$ cat src/rtl/lightmap_atlas_allocator_macros.svh
// Assertion macros for the lightmap atlas allocator.
// Used by the top level; expects clk and arst_n in scope.
`ifndef LIGHTMAP_ATLAS_ALLOCATOR_MACROS_SVH
`define LIGHTMAP_ATLAS_ALLOCATOR_MACROS_SVH

// invariant checked at every edge
`define LMA_ALWAYS(lbl, expr, msg) \
	lbl: assert property (@(posedge clk) disable iff (!arst_n) (expr)) else $error(msg);

// same-cycle implication
`define LMA_SAME(lbl, ante, cons, msg) \
	lbl: assert property (@(posedge clk) disable iff (!arst_n) (ante) |-> (cons)) else $error(msg);

// next-cycle implication
`define LMA_NEXT(lbl, ante, cons, msg) \
	lbl: assert property (@(posedge clk) disable iff (!arst_n) (ante) |=> (cons)) else $error(msg);

`endif

$ cat src/rtl/lma_pkg.sv
// Shared types and constants of the lightmap atlas allocator.
// No dependencies.
package lma_pkg;

	localparam int BLOCK_SHIFT = 4;
	localparam int EXT_W       = 11;
	localparam int OUT_W       = 7;
	localparam int DIM_W       = 8;
	localparam int SZ_W        = 12;

	typedef enum logic [1:0] {
		ST_PLACED    = 2'd0,
		ST_SKIPPED   = 2'd1,
		ST_EXHAUSTED = 2'd2,
		ST_TOO_BIG   = 2'd3
	} lma_status_t;

	typedef struct packed {
		logic [EXT_W-1:0] extent_s;
		logic [EXT_W-1:0] extent_t;
		logic             skip;
	} lma_req_t;

	typedef struct packed {
		lma_status_t      status;
		logic [OUT_W-1:0] x_pos;
		logic [OUT_W-1:0] y_pos;
		logic [OUT_W-1:0] page;
	} lma_res_t;

	typedef struct packed {
		logic clear;
		logic valid;
		logic last;
	} scan_ctl_t;

	typedef struct packed {
		logic done;
		logic found;
	} scan_stat_t;

endpackage

$ cat src/rtl/lma_sky.sv
// Skyline column height memory: one write port, one registered read port.
// Depends on nothing.
module lma_sky #(
	parameter int DEPTH = 128,
	parameter int AW    = 7,
	parameter int DW    = 8
) (
	input  logic          clk,
	input  logic          we,
	input  logic [AW-1:0] waddr,
	input  logic [DW-1:0] wdata,
	input  logic [AW-1:0] raddr,
	output logic [DW-1:0] rdata
);

	logic [DW-1:0] mem [DEPTH];
	logic [DW-1:0] rdata_q;

	always_ff @(posedge clk) begin
		if (we) begin
			mem[waddr] <= wdata;
		end
		rdata_q <= mem[raddr];
	end

	assign rdata = rdata_q;

endmodule

$ cat src/rtl/lma_scan.sv
// Window test unit: streams column heights and finds the leftmost run of
// span columns at or below a level. Depends on lma_pkg.
module lma_scan import lma_pkg::*; #(
	parameter int XW = 7,
	parameter int HW = 8
) (
	input  logic             clk,
	input  logic             arst_n,
	input  scan_ctl_t        ctl,
	input  logic [HW-1:0]    rd_data,
	input  logic [XW-1:0]    rd_idx,
	input  logic [HW-1:0]    level,
	input  logic [DIM_W-1:0] span,
	output scan_stat_t       stat,
	output logic [XW-1:0]    pos
);

	logic [DIM_W-1:0] run_q;
	scan_stat_t       stat_q;
	logic [XW-1:0]    pos_q;
	logic             hit;
	logic             complete;

	always_comb begin
		hit      = (rd_data <= level);
		complete = hit && ((run_q + DIM_W'(1)) == span);
	end

	always_ff @(posedge clk or negedge arst_n) begin
		if (!arst_n) begin
			run_q  <= '0;
			stat_q <= '0;
			pos_q  <= '0;
		end else if (ctl.clear) begin
			run_q  <= '0;
			stat_q <= '0;
		end else if (ctl.valid && !stat_q.done) begin
			run_q <= hit ? run_q + DIM_W'(1) : '0;
			if (complete) begin
				stat_q <= '{done: 1'b1, found: 1'b1};
				pos_q  <= XW'(SZ_W'(rd_idx) + SZ_W'(1) - SZ_W'(span));
			end else if (ctl.last) begin
				stat_q <= '{done: 1'b1, found: 1'b0};
			end
		end
	end

	assign stat = stat_q;
	assign pos  = pos_q;

endmodule

$ cat src/rtl/lightmap_atlas_allocator.sv
// Skipped surface: result registered at the accepting edge. Placement: a probe pass at the
// highest usable level, then a binary search on the level, each pass streaming the columns
// through one compare unit fed by one memory read port; at most clog2(ATLAS_HEIGHT)+1 passes,
// then w column writes, or a rewrite of all ATLAS_WIDTH columns when a new page is opened.
// One item at a time; busy is high while it works. After reset the skyline is cleared by a sweep
// of all ATLAS_WIDTH columns with busy high. Results are one-cycle strobes and cannot be held off.
`include "lightmap_atlas_allocator_macros.svh"
module lightmap_atlas_allocator import lma_pkg::*; #(
	parameter int ATLAS_WIDTH  = 128,
	parameter int ATLAS_HEIGHT = 128,
	parameter int PAGE_COUNT   = 128
) (
	input  logic     clk,
	input  logic     arst_n,
	input  logic     start,
	output logic     busy,
	input  lma_req_t req,
	output logic     done,
	output lma_res_t result
);

	localparam int XW = $clog2(ATLAS_WIDTH);
	localparam int HW = $clog2(ATLAS_HEIGHT + 1);
	localparam int PW = $clog2(PAGE_COUNT);
	localparam logic [XW-1:0] X_LAST     = XW'(ATLAS_WIDTH - 1);
	localparam logic [XW-1:0] X_SCAN_END = XW'(ATLAS_WIDTH - 2);

	typedef enum logic [2:0] {
		S_CLEAR, S_IDLE, S_CHECK, S_TEST, S_NEXT, S_FAIL, S_RAISE, S_PAGE
	} state_t;

	state_t           state_q;
	logic [PW-1:0]    page_q;
	logic [DIM_W-1:0] w_q;
	logic [DIM_W-1:0] h_q;
	logic [HW-1:0]    lo_q;
	logic [HW-1:0]    hi_q;
	logic [HW-1:0]    lvl_q;
	logic             probe_q;
	logic [XW-1:0]    bx_q;
	logic [XW-1:0]    addr_q;
	logic [DIM_W-1:0] cnt_q;
	logic             rd_end_q;
	logic             vld_s1;
	logic [XW-1:0]    idx_s1;
	logic             done_q;
	lma_res_t         result_q;

	logic             mem_we;
	logic [XW-1:0]    mem_waddr;
	logic [HW-1:0]    mem_wdata;
	logic [HW-1:0]    mem_rdata;
	scan_ctl_t        scan_ctl;
	scan_stat_t       scan_stat;
	logic [XW-1:0]    scan_pos;
	logic             fits_dims;
	logic             pages_out;
	logic [HW-1:0]    mid;

	always_comb begin
		fits_dims = (SZ_W'(w_q) < SZ_W'(ATLAS_WIDTH)) && (SZ_W'(h_q) <= SZ_W'(ATLAS_HEIGHT));
		pages_out = (SZ_W'(page_q) + SZ_W'(1)) >= SZ_W'(PAGE_COUNT);
		mid       = HW'((SZ_W'(lo_q) + SZ_W'(hi_q)) >> 1);
		scan_ctl  = '{clear: (state_q != S_TEST), valid: vld_s1, last: (idx_s1 == X_SCAN_END)};
	end

	always_comb begin
		mem_we    = 1'b0;
		mem_waddr = addr_q;
		mem_wdata = '0;
		unique case (state_q)
			S_CLEAR: begin
				mem_we = 1'b1;
			end
			S_PAGE: begin
				mem_we    = 1'b1;
				mem_wdata = (SZ_W'(addr_q) < SZ_W'(w_q)) ? HW'(h_q) : '0;
			end
			S_RAISE: begin
				mem_we    = 1'b1;
				mem_waddr = bx_q + XW'(cnt_q);
				mem_wdata = HW'(SZ_W'(hi_q) + SZ_W'(h_q));
			end
			default: begin
			end
		endcase
	end

	lma_sky #(
		.DEPTH(ATLAS_WIDTH),
		.AW   (XW),
		.DW   (HW)
	) u_sky (
		.clk  (clk),
		.we   (mem_we),
		.waddr(mem_waddr),
		.wdata(mem_wdata),
		.raddr(addr_q),
		.rdata(mem_rdata)
	);

	lma_scan #(
		.XW(XW),
		.HW(HW)
	) u_scan (
		.clk    (clk),
		.arst_n (arst_n),
		.ctl    (scan_ctl),
		.rd_data(mem_rdata),
		.rd_idx (idx_s1),
		.level  (lvl_q),
		.span   (w_q),
		.stat   (scan_stat),
		.pos    (scan_pos)
	);

	always_ff @(posedge clk or negedge arst_n) begin
		if (!arst_n) begin
			state_q  <= S_CLEAR;
			page_q   <= PW'(1);
			w_q      <= '0;
			h_q      <= '0;
			lo_q     <= '0;
			hi_q     <= '0;
			lvl_q    <= '0;
			probe_q  <= 1'b0;
			bx_q     <= '0;
			addr_q   <= '0;
			cnt_q    <= '0;
			rd_end_q <= 1'b0;
			vld_s1   <= 1'b0;
			idx_s1   <= '0;
			done_q   <= 1'b0;
			result_q <= '0;
		end else begin
			done_q <= 1'b0;
			vld_s1 <= (state_q == S_TEST) && !rd_end_q;
			idx_s1 <= addr_q;
			unique case (state_q)
				S_CLEAR: begin
					if (addr_q == X_LAST) begin
						addr_q  <= '0;
						state_q <= S_IDLE;
					end else begin
						addr_q <= addr_q + XW'(1);
					end
				end
				S_IDLE: begin
					if (start) begin
						w_q <= DIM_W'(req.extent_s >> BLOCK_SHIFT) + DIM_W'(1);
						h_q <= DIM_W'(req.extent_t >> BLOCK_SHIFT) + DIM_W'(1);
						if (req.skip) begin
							done_q   <= 1'b1;
							result_q <= '{status: ST_SKIPPED, x_pos: '0, y_pos: '0, page: '0};
						end else begin
							state_q <= S_CHECK;
						end
					end
				end
				S_CHECK: begin
					if (fits_dims) begin
						lvl_q    <= HW'(SZ_W'(ATLAS_HEIGHT) - SZ_W'(h_q));
						probe_q  <= 1'b1;
						addr_q   <= '0;
						rd_end_q <= 1'b0;
						state_q  <= S_TEST;
					end else begin
						state_q <= S_FAIL;
					end
				end
				S_TEST: begin
					if (!rd_end_q) begin
						if (addr_q == X_SCAN_END) begin
							rd_end_q <= 1'b1;
						end else begin
							addr_q <= addr_q + XW'(1);
						end
					end
					if (scan_stat.done) begin
						probe_q <= 1'b0;
						if (scan_stat.found) begin
							hi_q    <= lvl_q;
							bx_q    <= scan_pos;
							state_q <= S_NEXT;
							if (probe_q) begin
								lo_q <= '0;
							end
						end else if (probe_q) begin
							state_q <= S_FAIL;
						end else begin
							lo_q    <= lvl_q + HW'(1);
							state_q <= S_NEXT;
						end
					end
				end
				S_NEXT: begin
					if (lo_q == hi_q) begin
						cnt_q   <= '0;
						state_q <= S_RAISE;
					end else begin
						lvl_q    <= mid;
						addr_q   <= '0;
						rd_end_q <= 1'b0;
						state_q  <= S_TEST;
					end
				end
				S_RAISE: begin
					cnt_q <= cnt_q + DIM_W'(1);
					if (cnt_q == w_q - DIM_W'(1)) begin
						done_q   <= 1'b1;
						result_q <= '{status: ST_PLACED, x_pos: OUT_W'(bx_q),
							y_pos: OUT_W'(hi_q), page: OUT_W'(page_q)};
						state_q  <= S_IDLE;
					end
				end
				S_FAIL: begin
					if (pages_out) begin
						done_q   <= 1'b1;
						result_q <= '{status: ST_EXHAUSTED, x_pos: '0, y_pos: '0, page: '0};
						state_q  <= S_IDLE;
					end else if (!fits_dims) begin
						done_q   <= 1'b1;
						result_q <= '{status: ST_TOO_BIG, x_pos: '0, y_pos: '0, page: '0};
						state_q  <= S_IDLE;
					end else begin
						page_q  <= page_q + PW'(1);
						addr_q  <= '0;
						state_q <= S_PAGE;
					end
				end
				S_PAGE: begin
					if (addr_q == X_LAST) begin
						addr_q   <= '0;
						done_q   <= 1'b1;
						result_q <= '{status: ST_PLACED, x_pos: '0, y_pos: '0,
							page: OUT_W'(page_q)};
						state_q  <= S_IDLE;
					end else begin
						addr_q <= addr_q + XW'(1);
					end
				end
				default: begin
					state_q <= S_IDLE;
				end
			endcase
		end
	end

	assign busy   = (state_q != S_IDLE);
	assign done   = done_q;
	assign result = result_q;

	`LMA_ALWAYS(a_page_nonzero, page_q != '0, "page counter left its range")
	`LMA_SAME(a_fail_fields_zero, done && result.status != ST_PLACED, result.x_pos == '0 && result.y_pos == '0 && result.page == '0, "non-placed beat carries position data")
	`LMA_NEXT(a_busy_after_start, start && !busy && !req.skip, busy, "placement request not taken up")

endmodule

$ cat config.mk
export PLATFORM = sky130hd
export DESIGN_NAME = lightmap_atlas_allocator
export DESIGN_NICKNAME = d
export VERILOG_FILES = /design/src/rtl/lma_pkg.sv /design/src/rtl/lma_sky.sv /design/src/rtl/lma_scan.sv /design/src/rtl/lightmap_atlas_allocator.sv
export VERILOG_INCLUDE_DIRS = /design/src /design/src/rtl
export SDC_FILE = /design/constraint.sdc
export NUM_CORES = 1
export LEC_CHECK = 0
export BUFFER_PORTS_ARGS = -buffer_cell sky130_fd_sc_hd__buf_2
export CORE_MARGIN = 2
export CORE_UTILIZATION = 34
export CTS_CLUSTER_SIZE = 28
export DETAILED_ROUTE_END_ITERATION = 10
export GPL_TIMING_DRIVEN = 1
export HOLD_SLACK_MARGIN = 0.12
export PLACE_DENSITY = 0.47
export REMOVE_ABC_BUFFERS = 1
export SLEW_MARGIN = 20
export SYNTH_ARGS = -nofsm -noshare
export SYNTH_HDL_FRONTEND = slang
export SYNTH_HIERARCHICAL = 1
export SYNTH_SLANG_ARGS = --single-unit
$ cat constraint.sdc
create_clock -name clk -period 11.59 [get_ports clk]
set_input_delay 1.159 -clock clk [delete_from_list [all_inputs] [get_ports clk]]
set_output_delay 1.159 -clock clk [all_outputs]
set_load 0.005 [all_outputs]
## Yosys cells after proc, flatten, opt, wreduce, memory -nomap -nowiden

Memories as Yosys holds them, arrays and structs flattened. A register that Yosys moved wholly into a read port is not among the register bits.
Index checks and enable logic that the tools add are counted.

- Multiplexer cells: 62
- Reduce and logical (&&, ||, !) cells: 30
- Equality and inequality tests: 31
- Bitwise logic cells: 2
- $add $sub $neg: 15
- $lt $le $gt $ge: 5

Operator list:

| cell | count |
|---|---|
| 23-bit 2-to-1 mux | 6 |
| 23-bit case mux with 4 select lines | 1 |
| 8-bit 2-to-1 mux | 10 |
| 7-bit 2-to-1 mux | 7 |
| 8-bit case mux with 2 select lines | 3 |
| 7-bit case mux with 5 select lines | 1 |
| 3-bit 2-to-1 mux | 9 |
| 7-bit by 1-bit adder with 8-bit output (second input constant) | 3 |
| 8-bit by 1-bit adder with 8-bit output (second input constant) | 3 |
| 8-bit == test | 3 |
| 2-bit inequality test (second input constant) | 12 |
| 7-bit by 1-bit adder with 7-bit output (second input constant) | 3 |
| 7-bit == test (second input constant) | 3 |
| 3-bit case mux with 7 select lines | 1 |
| 3-bit AND reduction | 6 |
| 1-bit 2-to-1 mux | 17 |
| 3-bit == test (second input constant) | 4 |
| 5-bit AND reduction | 2 |
| 8-bit by 8-bit adder with 9-bit output | 1 |
| 8-bit adder | 1 |
| 8-bit >= comparator (second input constant) | 1 |
| 8-bit less-or-equal comparator | 1 |
| 8-bit less-or-equal comparator (second input constant) | 1 |
| 7-bit by 8-bit < comparator with 1-bit output | 1 |
| other kinds (28) | 45 |

- Memories: 1
- Register bits: 123
- Logic and storage cells: 169
- Memory bits (writable): 1024

Memory list:

| memory | depth | width | rd ports | clocked after Yosys merged registers in | wr ports | line | text |
|---|---|---|---|---|---|---|---|
| u_sky.mem | 128 | 8 | 1 | 1 | 1 | lma_sky.sv:16 | `logic [DW-1:0] mem [DEPTH];` |

## Logic depth before layout (Yosys ltp)

- Depth after elaboration: 6
- Depth in mapped cells: 13

## Modules after synthesis

Netlist, hierarchy kept.

Modules (own cells, without submodules):

| module | area an instance (um^2) | sequential area each (um^2) | cells each | times used |
|---|---|---|---|---|
| lma_sky | 39665.5 | 30909.6 | 1635 | 1 |
| lightmap_atlas_allocator | 6314.8 | 2653.8 | 674 | 1 |
| lma_scan | 1466.4 | 425.4 | 149 | 1 |

## Least setup slack after synthesis

No wires, ideal clock.

- Kind: register -> register
- From: register h_q[0]
- To: memory u_sky.mem[0][6], data pin
- Buffers on the path: 0
- Arrival time: 6.596 ns
- Clock period less this slack: 7.792 ns
- Path slack: 3.798 ns
- Required time: 10.393 ns
- Setup time: 1.197 ns
- Stages on the path, launching flop included: 11
- Path through: dfrtp_1 ha_1 inv_1 fa_1 nor2b_1 o21ai_0 nand2b_1 a21o_1 a21oi_1 xor2_1 o21ai_0

- Cells in the longest elaborated chain, start to end: 2

Ends and longest elaborated chain:

| element | line | text |
|---|---|---|
| start: declaration | lightmap_atlas_allocator.sv:35 | `logic [DIM_W-1:0] h_q;` |
| start signal: assignment | lightmap_atlas_allocator.sv:151 | `h_q <= DIM_W'(req.extent_t >> BLOCK_SHIFT) + DIM_W'(1);` |
| 8-bit adder | lightmap_atlas_allocator.sv:82 | `mem_wdata = HW'(SZ_W'(hi_q) + SZ_W'(h_q));` |
| 8-bit case mux with 2 select lines | lightmap_atlas_allocator.sv:71 | `unique case (state_q)` |
| via mem_wdata[6] | lightmap_atlas_allocator.sv:51 | `logic [HW-1:0] mem_wdata;` |
| end: declaration | lma_sky.sv:16 |  |

The timed path passes the listed nets, and every way through them passes these cells.

## Worst setup path in the final report

- From: register state_q[2]
- To: memory u_sky.mem[61][5] (enable)

RTL lines:

| element | line | text |
|---|---|---|
| start: declaration | lightmap_atlas_allocator.sv:32 | `state_t state_q;` |
| start signal: assignment | lightmap_atlas_allocator.sv:119 | `state_q <= S_CLEAR;` |
| start signal: assignment | lightmap_atlas_allocator.sv:143 | `state_q <= S_IDLE;` |
| start signal: assignment | lightmap_atlas_allocator.sv:156 | `state_q <= S_CHECK;` |
| 3-bit == test | lightmap_atlas_allocator.sv:71 |  |
| 7-bit 2-to-1 mux | lightmap_atlas_allocator.sv:71 |  |
| via mem_waddr[2] | lightmap_atlas_allocator.sv:50 | `logic [XW-1:0] mem_waddr;` |

The timed path passes the listed nets, and every way through them passes these cells.

==> metrics.md <==
| Metric | Value |
|---|---|
| Status | complete, no violations |
| Layout cells sized above 1 | about a quarter |
| HP Class | primary input to async pin |
| Most frequent cell after synthesis | edfxtp_1 |
| Area of the multi-input gates | 12800 um^2 |
| Critical path launch point type | flop |
| Core area | 139000 um^2 |
| Number of flops mapped to enable cells by yosys | 1024 |
| Largest net degree at the start of global routing | between 100 and 150 |
| Ys flop type | edfxtp_1 |
| Die width | approximately 380 um |
| Cts-stage hold buffer count | 0 |
| Worst skew pair latency | 740 ps |
| PD cells | 202 nW/um^2 |
| Slew margin rel. | 27.5% |
| Place WS | ~6300 ps |
| Setup TNS | 0 ps |
| Top-area cell type share of the netlist area | 64.8% |
| Synth area leader | edfxtp_1 |
| Antenna violations before repair | 3 |
| Final hold vios | 0 |
| PortBufs | 42 |
| Post-Syn Area per Cell | 19.3 um^2 |
| Required @ worst endpoint | 11930 ps |
| Ant diodes | 0 |
| Peak VDD IR | 0.143 mV |
| Final setup viols | 0 |
| Synth area leaders | edfxtp_1, mux4_2, dfrtp_1 |
| Final wirelength | 118 mm |
| Cell count of the worst reg-to-reg path | 9 |
| Worst Path Arrival | 5430 ps |
| Min setup slack post-route | 6500 ps |
| CTS tree | built |
| CTS clock-pin slew for the worst setup and hold paths | 60 ps |
| Number of max-cap violations | 0 |
| Worst-case clock skew | 35.8 ps |
| Nets | 2637 |
| R2r startpoint | state_q[2]$_DFFE_PN0P_ |
| Total track usage | 16.6% |
| Height of the chip | 378 um |
| Clock Sinks | 1155 |
| Full die area | approximately 140000 um^2 |
| Vias in the first global route | approximately 24000 |
| Fill cell count | 12500 |
| Via Count | 23500 |
| GP Congestion | roughly 0.79 |
| CTS Buffer Depth | 3 |
| Register area share after synthesis | 71.6% |
| Remaining DRCs | 0 |
| WS Path Type | flop to flop |
| GR Overflow Total | 0 |
| Final Max Slew Viols | 0 |
| H-tree depth | 3 |
| Hpwl dp | just over 70 mm |
| Ys async rst share | between 10% and 20% |
| Max Fclk | 196 MHz |
| DR iter-0 viols | 1888 |
| Syn Std Cell Area | 47400 um^2 |
| YS warnings | 6 |
| Worst reg2reg setup slack | 6500 ps |
| Count of cell types in the netlist | 72 |
| Final ANT Viol Nets | 0 |
| Reg-to-reg endpoint | u_sky/mem[61][5]$_DFFE_PP_ |
| Post-route minimum period | 5090 ps |
| Root buffer cell | clkbuf_16 |
| Sequential Area | 34000 um^2 |
| Routed WL per cell | 26.0 um |
| Post-CTS Setup Inserts | 0 |
| # IOs | around 50 |
| Detail-routed via count per cell | 5.18 |
| RSZ-0062 raised after global routing | false |
| Part of the cycle the worst path needs | 43.9% |
| Row cnt | 137 |
| LEAKAGE | roughly 17 nW |
| Drt pass-1 iters | 7 |
| Synth Instances | 2458 |
| First-pass GRT wire length | around 170 mm |
| Crit-path max FO | 25 |
| Setup crit end kind | flop |
| Num CTS Buffers | 121 |
| FF+latch count, synth | between 1000 and 1500 |
| Top post-synthesis cells by count | edfxtp_1, mux4_2, nor2_1, dfrtp_1, nand2_1 |
| Starting Density | about a third |
| Worst-Margin Slew | 1090 ps |
| Post-CTS sizing | 0 |
| Layout area overhead | 13.8% |
## worst max path at each step
stage                                 from                         end  slack [ps]  depth (start not counted)
floorplan            addr_q[0]$_DFFE_PN0P_   u_sky/mem[0][1]$_DFFE_PP_       -1790                          7
global placement    state_q[2]$_DFFE_PN0P_  u_sky/mem[25][3]$_DFFE_PP_        6460                          7
CTS                 state_q[2]$_DFFE_PN0P_  u_sky/mem[93][2]$_DFFE_PP_        6300                          7
global route        state_q[2]$_DFFE_PN0P_  u_sky/mem[61][5]$_DFFE_PP_        6190                          9
finish              state_q[2]$_DFFE_PN0P_  u_sky/mem[61][5]$_DFFE_PP_        6500                          9
detailed placement  state_q[2]$_DFFE_PN0P_  u_sky/mem[93][2]$_DFFE_PP_        6260                          7
## power breakdown
part | leakage (nW) | switching (mW) | internal (mW) | total, mW
sequential | 11.1 | 0.224 | 4.71 | 4.93
combinational | 4.34 | 1.18 | 0.928 | 2.11
clock | 1.92 | 1.62 | 2.24 | 3.86
total | 17.3 | 3.02 | 7.87 | 10.9
## registers in the layout (all words and copies together) (netlist names), 8 cells and up
signal        cells
u_sky/mem      1024
result           23
cnt_q             8
h_q               8
hi_q              8
lo_q              8
lvl_q             8
u_scan/run_q      8
u_sky/rdata       8
w_q               8
## layer usage
layer / vias to the layer above / track usage, % / wire (um)
li1: 10100 / - / -
met1: 12500 / 22.9 / 51900
met2: 646 / 26.6 / 56600
met3: 149 / 3.22 / 6690
met4: 0 / 4.68 / 2450
met5: - / 0 / 0
## layout make-up
class	count	area share, %
Clock buffer	152	5.92
Clock inverter	76	1.40
Inverter	66	0.459
Multi-Input combinational cell	1122	23.8
Sequential cell	1155	63.0
Tap cell	1876	4.35
Timing Repair Buffer	84	1.10
## layout by cell type (no fill, tap or decap), types with 27 or more instances in the layout
cell type,synthesis,layout
nand2_1,89,87
edfxtp_1,1024,1024
buf_4,14,37
dfrtp_1,122,118
inv_1,66,66
nor2_1,168,161
clkbuf_16,0,122
clkbuf_1,59,27
o21ai_0,63,53
mux4_2,336,336
mux2_2,27,27
xor2_1,28,28
nand3_1,58,54
buf_2,18,41
ha_1,57,57
a21oi_1,35,35
xnor2_1,42,42
## critical path, stage by stage (launching register included)
cell     delay [ps]
dfrtp_1         890
nand2_1         270
nor2_2          550
buf_4           390
nand2_1          70
o21ai_0         100
buf_4           240
nor2b_1         300
nand3_2         810
nor2_1         1020
## per-stage QoR
stage / utilization (%) / power [mW] / cells / hold slack [ps] / instance area, um^2
detailed placement: 35.9 / 7.17 / 4301 / 475 / 50000
global placement: 35.9 / 7.14 / 4301 / 473 / 49900
global route: 38.8 / 11.4 / 4531 / 422 / 54000
floorplan: - / 6.76 / 2343 / 426 / 46900
finish: 38.8 / 10.9 / 4531 / 397 / 54000
CTS: 38.8 / 11.1 / 4529 / 361 / 53900
## kinds of logic (layout without fill, tap and decap cells)
logic type	after synthesis	count (layout)	synth area share [%]
buffers and inverters	181	378	1.67
adder cells (fa/ha/maj)	61	61	1.67
XOR/XNOR	70	70	1.29
AND/OR/NAND/NOR	424	424	4.24
AO/OA/AOI/OAI	193	193	2.58
flip-flops	1155	1155	71.6
multiplexers	374	374	16.9
No activity file was read; power rests on OpenSTA's default activity.
